<file path="src/rtl/tcb_pkg.sv">
// Shared constants for the text console buffer: request kinds, character codes,
// field widths and stream packing offsets. No dependencies.
`default_nettype none

package tcb_pkg;

  localparam int DEF_ROWS = 4;
  localparam int DEF_COLS = 21;

  // Field widths fixed by the stream format
  localparam int KIND_W = 3;
  localparam int ROW_W  = 2;
  localparam int COL_W  = 5;
  localparam int CHAR_W = 8;

  // in_tdata: row, col, char_code from bit 0 up
  localparam int IN_ROW_LSB  = 0;
  localparam int IN_COL_LSB  = IN_ROW_LSB + ROW_W;
  localparam int IN_CHAR_LSB = IN_COL_LSB + COL_W;
  localparam int IN_DATA_W   = 16;

  // out_tdata: char_value, inverted, cursor_row, cursor_col from bit 0 up
  localparam int OUT_DATA_W = 16;

  localparam logic [KIND_W-1:0] KIND_PUT      = 3'd0;
  localparam logic [KIND_W-1:0] KIND_POKE     = 3'd1;
  localparam logic [KIND_W-1:0] KIND_READ     = 3'd2;
  localparam logic [KIND_W-1:0] KIND_CLEAR    = 3'd3;
  localparam logic [KIND_W-1:0] KIND_INVERT   = 3'd4;
  localparam logic [KIND_W-1:0] KIND_CLR_INV  = 3'd5;

  localparam logic [CHAR_W-1:0] NEWLINE_CODE = 8'h0A;
  localparam logic [CHAR_W-1:0] SPACE_CODE   = 8'h20;

endpackage

`default_nettype wire

</file>
<file path="src/rtl/tcb_ram.sv">
// Generic single-write, single-read RAM with a registered read port.
// No dependencies.
`default_nettype none

module tcb_ram #(
  parameter int WIDTH = 8,
  parameter int DEPTH = 84
) (
  input  wire logic                     clk,
  input  wire logic                     we,
  input  wire logic [$clog2(DEPTH)-1:0] waddr,
  input  wire logic [WIDTH-1:0]         wdata,
  input  wire logic [$clog2(DEPTH)-1:0] raddr,
  output logic      [WIDTH-1:0]         rdata
);

  logic [WIDTH-1:0] mem_r [DEPTH];
  logic [WIDTH-1:0] rdata_r;

  always_ff @(posedge clk) begin
    if (we) begin
      mem_r[waddr] <= wdata;
    end
    rdata_r <= mem_r[raddr];
  end

  assign rdata = rdata_r;

endmodule

`default_nettype wire

</file>
<file path="src/rtl/text_console_buffer.sv">
// Text console buffer top level: character memory with row rotation for scrolling,
// per-row invert marks, write cursor. Depends on tcb_pkg and tcb_ram.
//
//   channel | dir | handshake              | payload
//   in_     | in  | in_tvalid / in_tready   | tuser kind; tdata row, col, char_code
//   out_    | out | out_tvalid / out_tready | tdata char_value, inverted, cursor
//
// Put char, poke, invert, clear inverts, unused kinds and off-grid reads go straight to
// the result state; an in-grid read reads the RAM first. A put that scrolls blanks
// the new last row; a newline pads the rest of its row with spaces, and blanks on a
// scroll too; clear screen spaces every cell. After reset a pass fills RAM with spaces.
// The output register holds a result until taken; the next request is still accepted,
// but its result then holds the block until the register frees.
`default_nettype none

module text_console_buffer #(
  parameter int ROWS = tcb_pkg::DEF_ROWS,
  parameter int COLS = tcb_pkg::DEF_COLS
) (
  input  wire logic                            clk,
  input  wire logic                            rst_n,
  input  wire logic                            in_tvalid,
  output logic                                 in_tready,
  input  wire logic [tcb_pkg::KIND_W-1:0]      in_tuser,   // kind
  input  wire logic [tcb_pkg::IN_DATA_W-1:0]   in_tdata,   // row, col, char_code
  output logic                                 out_tvalid,
  input  wire logic                            out_tready,
  output logic      [tcb_pkg::OUT_DATA_W-1:0]  out_tdata   // char_value, inverted,
                                                           // cursor_row, cur_column
);

  import tcb_pkg::*;

  localparam int CELLS = ROWS * COLS;
  localparam int AW    = $clog2(CELLS);
  localparam int RW    = $clog2(ROWS);
  localparam int CW    = $clog2(COLS);

  localparam logic [AW-1:0] LAST_CELL  = AW'(CELLS - 1);
  localparam logic [AW-1:0] COLS_A     = AW'(COLS);
  localparam logic [AW-1:0] LAST_COL_A = AW'(COLS - 1);
  localparam logic [CW-1:0] LAST_COL   = CW'(COLS - 1);
  localparam logic [RW-1:0] LAST_ROW   = RW'(ROWS - 1);

  localparam logic [2:0] ST_INIT  = 3'd0;
  localparam logic [2:0] ST_IDLE  = 3'd1;
  localparam logic [2:0] ST_FILL  = 3'd2;
  localparam logic [2:0] ST_BLANK = 3'd3;
  localparam logic [2:0] ST_CLEAR = 3'd4;
  localparam logic [2:0] ST_READ  = 3'd5;
  localparam logic [2:0] ST_DONE  = 3'd6;

  // Map a screen row to its RAM row; base_r is the RAM row shown at the top.
  function automatic logic [RW-1:0] phys_row(input logic [RW-1:0] lrow,
                                             input logic [RW-1:0] base);
    logic [RW:0] sum;
    sum = {1'b0, lrow} + {1'b0, base};
    if (sum >= (RW+1)'(ROWS)) begin
      sum = sum - (RW+1)'(ROWS);
    end
    return sum[RW-1:0];
  endfunction

  logic [2:0]            state_r, state_nxt;
  logic [AW-1:0]         cnt_r, cnt_nxt;
  logic [RW-1:0]         row_r, row_nxt;
  logic [CW-1:0]         col_r, col_nxt;
  logic [RW-1:0]         base_r, base_nxt;
  logic [RW-1:0]         blank_row_r, blank_row_nxt;
  logic [ROWS-1:0]       inv_r, inv_nxt;
  logic [CHAR_W-1:0]     res_char_r, res_char_nxt;
  logic                  res_inv_r, res_inv_nxt;
  logic                  out_valid_r, out_valid_nxt;
  logic [OUT_DATA_W-1:0] out_data_r, out_data_nxt;

  logic [ROW_W-1:0]  in_row;
  logic [COL_W-1:0]  in_col;
  logic [CHAR_W-1:0] in_char;
  logic              in_accept;
  logic              req_ok;
  logic [RW-1:0]     req_row;
  logic [AW-1:0]     req_addr;
  logic [AW-1:0]     cur_addr;
  logic [AW-1:0]     blank_addr;
  logic [RW-1:0]     base_inc;

  logic              adv_wrap, adv_scroll;
  logic [CW-1:0]     step_col;
  logic [RW-1:0]     step_row;
  logic [RW-1:0]     step_base;
  logic [2:0]        step_wrap_state;

  logic              mem_we;
  logic [AW-1:0]     mem_waddr;
  logic [CHAR_W-1:0] mem_wdata;
  logic [CHAR_W-1:0] mem_rdata;

  assign in_row  = in_tdata[IN_ROW_LSB +: ROW_W];
  assign in_col  = in_tdata[IN_COL_LSB +: COL_W];
  assign in_char = in_tdata[IN_CHAR_LSB +: CHAR_W];

  assign in_tready = (state_r == ST_IDLE);
  assign in_accept = in_tvalid && in_tready;

  assign req_ok     = (32'(in_row) < 32'(ROWS)) && (32'(in_col) < 32'(COLS));
  assign req_row    = RW'(in_row);
  assign req_addr   = AW'(phys_row(req_row, base_r)) * COLS_A + AW'(CW'(in_col));
  assign cur_addr   = AW'(phys_row(row_r, base_r)) * COLS_A + AW'(col_r);
  assign blank_addr = AW'(blank_row_r) * COLS_A + cnt_r;
  assign base_inc   = (base_r == LAST_ROW) ? '0 : base_r + RW'(1);

  // Cursor advance after one cell write; a wrap off the last row scrolls by
  // rotating the base and blanking the old top RAM row.
  assign adv_wrap        = (col_r == LAST_COL);
  assign adv_scroll      = adv_wrap && (row_r == LAST_ROW);
  assign step_col        = adv_wrap ? '0 : col_r + CW'(1);
  assign step_row        = (adv_wrap && !adv_scroll) ? row_r + RW'(1) : row_r;
  assign step_base       = adv_scroll ? base_inc : base_r;
  assign step_wrap_state = adv_scroll ? ST_BLANK : ST_DONE;

  always_comb begin
    state_nxt     = state_r;
    cnt_nxt       = cnt_r;
    row_nxt       = row_r;
    col_nxt       = col_r;
    base_nxt      = base_r;
    blank_row_nxt = blank_row_r;
    inv_nxt       = inv_r;
    res_char_nxt  = res_char_r;
    res_inv_nxt   = res_inv_r;
    out_valid_nxt = out_valid_r && !out_tready;
    out_data_nxt  = out_data_r;
    mem_we        = 1'b0;
    mem_waddr     = cur_addr;
    mem_wdata     = SPACE_CODE;

    unique case (state_r) inside
      ST_INIT, ST_CLEAR: begin
        mem_we    = 1'b1;
        mem_waddr = cnt_r;
        cnt_nxt   = cnt_r + AW'(1);
        if (cnt_r == LAST_CELL) begin
          state_nxt = (state_r == ST_INIT) ? ST_IDLE : ST_DONE;
        end
      end
      ST_IDLE: begin
        if (in_accept) begin
          res_char_nxt = '0;
          res_inv_nxt  = 1'b0;
          state_nxt    = ST_DONE;
          unique case (in_tuser)
            KIND_PUT: begin
              if (in_char == NEWLINE_CODE) begin
                state_nxt = ST_FILL;
              end else begin
                mem_we        = 1'b1;
                mem_wdata     = in_char;
                col_nxt       = step_col;
                row_nxt       = step_row;
                base_nxt      = step_base;
                blank_row_nxt = base_r;
                cnt_nxt       = '0;
                if (adv_wrap) begin
                  state_nxt = step_wrap_state;
                end
              end
            end
            KIND_POKE: begin
              if (req_ok) begin
                mem_we    = 1'b1;
                mem_waddr = req_addr;
                mem_wdata = in_char;
              end
            end
            KIND_READ: begin
              if (req_ok) begin
                res_inv_nxt = inv_r[req_row];
                state_nxt   = ST_READ;
              end
            end
            KIND_CLEAR: begin
              row_nxt   = '0;
              col_nxt   = '0;
              base_nxt  = '0;
              cnt_nxt   = '0;
              state_nxt = ST_CLEAR;
            end
            KIND_INVERT: begin
              if (32'(in_row) < 32'(ROWS)) begin
                inv_nxt[req_row] = 1'b1;
              end
            end
            KIND_CLR_INV: begin
              inv_nxt = '0;
            end
            default: begin
              state_nxt = ST_DONE;
            end
          endcase
        end
      end
      ST_FILL: begin
        // Pad the rest of the row with spaces, one cell a cycle
        mem_we        = 1'b1;
        col_nxt       = step_col;
        row_nxt       = step_row;
        base_nxt      = step_base;
        blank_row_nxt = base_r;
        cnt_nxt       = '0;
        if (adv_wrap) begin
          state_nxt = step_wrap_state;
        end
      end
      ST_BLANK: begin
        mem_we    = 1'b1;
        mem_waddr = blank_addr;
        cnt_nxt   = cnt_r + AW'(1);
        if (cnt_r == LAST_COL_A) begin
          state_nxt = ST_DONE;
        end
      end
      ST_READ: begin
        res_char_nxt = mem_rdata;
        state_nxt    = ST_DONE;
      end
      ST_DONE: begin
        // Hold until the output register is free
        if (!out_valid_r || out_tready) begin
          out_valid_nxt = 1'b1;
          out_data_nxt  = {COL_W'(col_r), ROW_W'(row_r), res_inv_r, res_char_r};
          state_nxt     = ST_IDLE;
        end
      end
      default: begin
        state_nxt = ST_IDLE;
      end
    endcase
  end

  always_ff @(posedge clk) begin
    if (!rst_n) begin
      state_r     <= ST_INIT;
      cnt_r       <= '0;
      row_r       <= '0;
      col_r       <= '0;
      base_r      <= '0;
      inv_r       <= '0;
      out_valid_r <= 1'b0;
    end else begin
      state_r     <= state_nxt;
      cnt_r       <= cnt_nxt;
      row_r       <= row_nxt;
      col_r       <= col_nxt;
      base_r      <= base_nxt;
      inv_r       <= inv_nxt;
      out_valid_r <= out_valid_nxt;
    end
  end

  always_ff @(posedge clk) begin
    blank_row_r <= blank_row_nxt;
    res_char_r  <= res_char_nxt;
    res_inv_r   <= res_inv_nxt;
    out_data_r  <= out_data_nxt;
  end

  tcb_ram #(
    .WIDTH(CHAR_W),
    .DEPTH(CELLS)
  ) u_char_ram (
    .clk  (clk),
    .we   (mem_we),
    .waddr(mem_waddr),
    .wdata(mem_wdata),
    .raddr(req_addr),
    .rdata(mem_rdata)
  );

  assign out_tvalid = out_valid_r;
  assign out_tdata  = out_data_r;

endmodule

`default_nettype wire

</file>
<file path="config.mk">
export PLATFORM = sky130hd
export DESIGN_NAME = text_console_buffer
export DESIGN_NICKNAME = d
export VERILOG_FILES = /design/src/rtl/tcb_pkg.sv /design/src/rtl/tcb_ram.sv /design/src/rtl/text_console_buffer.sv
export SDC_FILE = /design/constraint.sdc
export NUM_CORES = 1
export LEC_CHECK = 0
export BUFFER_PORTS_ARGS = -buffer_cell sky130_fd_sc_hd__clkbuf_2
export CORE_UTILIZATION = 55
export CTS_CLUSTER_SIZE = 8
export DETAILED_ROUTE_END_ITERATION = 6
export PLACE_DENSITY = 0.71
export SLEW_MARGIN = 15
export SYNTH_ARGS = -nofsm -noshare
export SYNTH_HDL_FRONTEND = slang
export SYNTH_SLANG_ARGS = --single-unit
</file>
<file path="constraint.sdc">
create_clock -name clk -period 13.7 [get_ports clk]
set_input_delay 0 -clock clk [delete_from_list [all_inputs] [get_ports clk]]
set_output_delay 0 -clock clk [all_outputs]
set_load 0.1 [all_outputs]
</file>
==> results.sh <==
export IMPL_min_period_ns=6.81
export IMPL_critPathMaxFanout=52
export IMPL_whs_ns=0.0754
export IMPL_max_cap_viol_count=0
export IMPL_synth_area_um2=30300
export IMPL_die_x_um=237
export IMPL_viasPerCell=6.56
export IMPL_numCtsBuffers=101
export IMPL_dieArea_um2=56100
export IMPL_clkSinkCount=731
export IMPL_initial_utilization_pct=56.1
export IMPL_yosysTopAreaCell="edfxtp_1"
export IMPL_cp_buffers_inverters=4
export IMPL_yosysSeqAreaShare_pct=71.3
export IMPL_clock_tree_buffer_depth=3
export IMPL_core_um2=54100
export IMPL_async_flop_share_pct=0
export IMPL_grt_pass1_wl_mm=106
export IMPL_ant_nets=0
export IMPL_path_cells="ha_1, xnor2_1, xnor2_1, ha_1, ha_4, inv_1, fa_4, buf_4, inv_1, o2111ai_1, a31oi_1, a211oi_1, nand3_1, nor4b_1, buf_4"
export IMPL_place_area_um2=31500
export IMPL_place_congestion=0.920
export IMPL_synth_xor_xnor_area_share_pct=0.577
export IMPL_htree_levels=3
export IMPL_post_route_cell_area_um2=34600
export IMPL_seqCellArea_um2=21600
export IMPL_critPathMaxStageDelay_ns=1.03
export IMPL_synth_cells=1619
export IMPL_drt_iter0_drc=1856
export IMPL_endpoint_kind="register"
export IMPL_fmax_mhz=147
export IMPL_synth_top_area_share_pct=69.2
export IMPL_yosysMostFrequentCell="edfxtp_1"
export IMPL_cts_root_buffer="clkbuf_16"
export IMPL_dr_pass1_iters=7
export IMPL_die_h_um=237
export IMPL_start_kind="register"
export IMPL_grt_use_total_pct=25.9
export IMPL_powerDensity_nw_per_um2=147
export IMPL_ys_top_cells_by_count="699 x edfxtp_1, 186 x mux4_2, 95 x nand2_1"
export IMPL_synthFlopType="edfxtp_1"
export IMPL_synth_top_family_by_area="multiplexers"
export IMPL_grt_max_degree=85
export IMPL_worstPathRequired_ns=14.06
export IMPL_setup_viol=0
export IMPL_clock_skew_ns=0.0246
export IMPL_multiInputGateArea_um2=8460
export IMPL_synth_edff_count=699
export IMPL_synth_cell_types=82
export IMPL_pin_count=41
export IMPL_wl_per_cell_um=28.6
export IMPL_peakVddDrop_v=0.000127
export IMPL_arrival_ns=7.17
export IMPL_finalHoldViolations=0
export IMPL_vias=16200
export IMPL_hp_class="input port to register"
export IMPL_yosys_area_share_simple_pct=6.22
export IMPL_drv_slew=0
export IMPL_fin_nets=1806
export IMPL_power_leakage_nw=12.6
export IMPL_clkLatencyLatePin_ns=0.65
export IMPL_worst_slew_pin_slew_ns=1.20
export IMPL_syn_nets=1682
export IMPL_drc=0
export IMPL_cts_tree="yes"
export IMPL_port_buffers=39
export IMPL_synth_area_leaders="edfxtp_1 69%, mux4_2 14%, dfxtp_1 2.1%"
export IMPL_grt_pass1_vias=16400
export IMPL_finalCritPeriodShare_pct=49.7
export IMPL_path_class="register to register"
export IMPL_area_growth_syn_to_layout_pct=14.0
export IMPL_cpMaxStageDelayCell="nor4b_1"
export IMPL_finalWirelength_mm=70.7
export IMPL_rows=85
export IMPL_fillCellCount=3627
export IMPL_drive_gt1_share_pct=26.7
export IMPL_synthAdderAreaFrac_pct=1.72
export IMPL_clk_pin_slew_ns=0.05
export IMPL_place_hpwl_mm=41.9
export IMPL_slew_headroom_pct=20.0
export IMPL_crit_family="simple AND/OR/NAND/NOR gates"
export IMPL_grt_overflow_total=0
export IMPL_antenna_found_initial=1
export IMPL_synth_compound_area_share_pct=4.12
export IMPL_synth_mux_area_share_pct=14.3
export IMPL_ys_warn_count=0
export IMPL_avgSynthCellArea_um2=18.7
export IMPL_status="completed"
export IMPL_tns_ns=0
export IMPL_synth_seq_cells=731
export IMPL_rsz0062_at_grt="false"
export IMPL_cts_resized_gates=0
-- where the power goes --
part | switching, mW | total (mW) | internal [mW]
Combinational | 0.245 | 0.388 | 0.143
Clock | 0.885 | 2.25 | 1.36
Sequential | 0.00792 | 2.44 | 2.43
-- cell type report --
cell class	instances	area share, %
antenna	1	0.00724
clock buffer	131	7.76
clock inverter	6	0.351
inverter	20	0.246
multi-input combinational	782	24.5
sequential	731	62.5
tap	696	2.52
timing repair buffer	107	2.12
-- registers in the layout, summed over array words and instances, names as in the netlist --
signal and flops:
col_r 5, res_char_r 8, blank_row_r 2, state_r 3, res_inv_r 1, out_tdata 16
row_r 2, u_char_ram.rdata 8, cnt_r 7, inv_r 4, base_r 2, u_char_ram.mem_r 672
out_tvalid 1
-- placed cells by master (no fill, tap or decap), types with 8 or more instances in the layout --
| cell type | instances |
|---|---|
| dfxtp_1 | 32 |
| inv_1 | 18 |
| ha_1 | 35 |
| nor2_1 | 30 |
| o21a_1 | 8 |
| edfxtp_1 | 699 |
| nor3_1 | 42 |
| clkbuf_16 | 103 |
| dlygate4sd3_1 | 11 |
| clkbuf_2 | 39 |
| and2_1 | 13 |
| a31oi_1 | 12 |
| o21ai_0 | 20 |
| mux2i_1 | 12 |
| clkbuf_1 | 28 |
| buf_4 | 57 |
| nor3_2 | 29 |
| o31ai_1 | 9 |
| nor4_2 | 12 |
| a21oi_1 | 42 |
| xor2_1 | 9 |
| nand3_1 | 31 |
| nand4_1 | 15 |
| a211oi_1 | 19 |
| xnor2_1 | 9 |
| or3_1 | 9 |
| mux4_2 | 186 |
| and3_1 | 13 |
| a21o_1 | 8 |
| nand2_1 | 95 |
-- logic make-up (layout without fill, tap and decap cells) --
group | after synthesis | in the layout
adders and majority gates | 40 | 40
and+or+nand+nor | 351 | 351
DFF | 731 | 731
xor gates and xnor gates | 20 | 20
other | 0 | 1
muxes | 200 | 200
AOI/OAI and AO/OA | 171 | 171
buffers and inverters | 106 | 264
-- routing by layer --
layer,up-vias,global-route usage [%],wire (µm),share of wire (%)
met5,-,0,63,0.089
met4,4,8.84,2210,3.1
met3,145,6.21,5630,8.0
met1,8394,35.0,28200,40
met2,752,41.7,34600,49
li1,6934,-,-,-
-- stage by stage --
step,std cells,power (mW),setup slack (ns),util [%]
2_1_floorplan,1619,2.74,9.14,-
3_3_place_gp,2325,2.86,7.20,58.2
3_5_place_dp,2325,2.86,6.99,58.3
4_1_cts,2473,5.09,6.95,63.6
5_1_grt,2473,5.21,6.69,63.9
6_report,2474,5.08,6.89,63.9
-- worst register-to-register path: stages (launching register included) --
cell       delay [ns]
dfxtp_1          0.37
ha_1             0.22
xnor2_1          0.25
xnor2_1          0.11
ha_1             0.33
ha_4             0.15
inv_1            0.06
fa_4             0.81
buf_4            0.60
inv_1            0.59
o2111ai_1        0.19
a31oi_1          0.16
a211oi_1         0.64
nand3_1          0.73
nor4b_1          1.04
buf_4            0.29
-- path summary, 6_finish.rpt --
check / start / endpoint / slack (ns) / cells past startpoint
worst max-delay path: base_r[0] / u_char_ram.mem_r[80][4] / 6.89 / 15
worst min-delay path: in_tdata[3] / res_inv_r / 0.08 / 4
worst max register to register: base_r[0] / u_char_ram.mem_r[80][4] / 6.89 / 15
worst min register to register: res_char_r[1] / out_tdata[1] / 0.42 / 0
-- what timing repair did --
item	CTS	global route
buffers inserted	0	0
hold buffers	11	0
hold endpoints to repair	28	0
No activity file was read; power rests on OpenSTA's default activity.
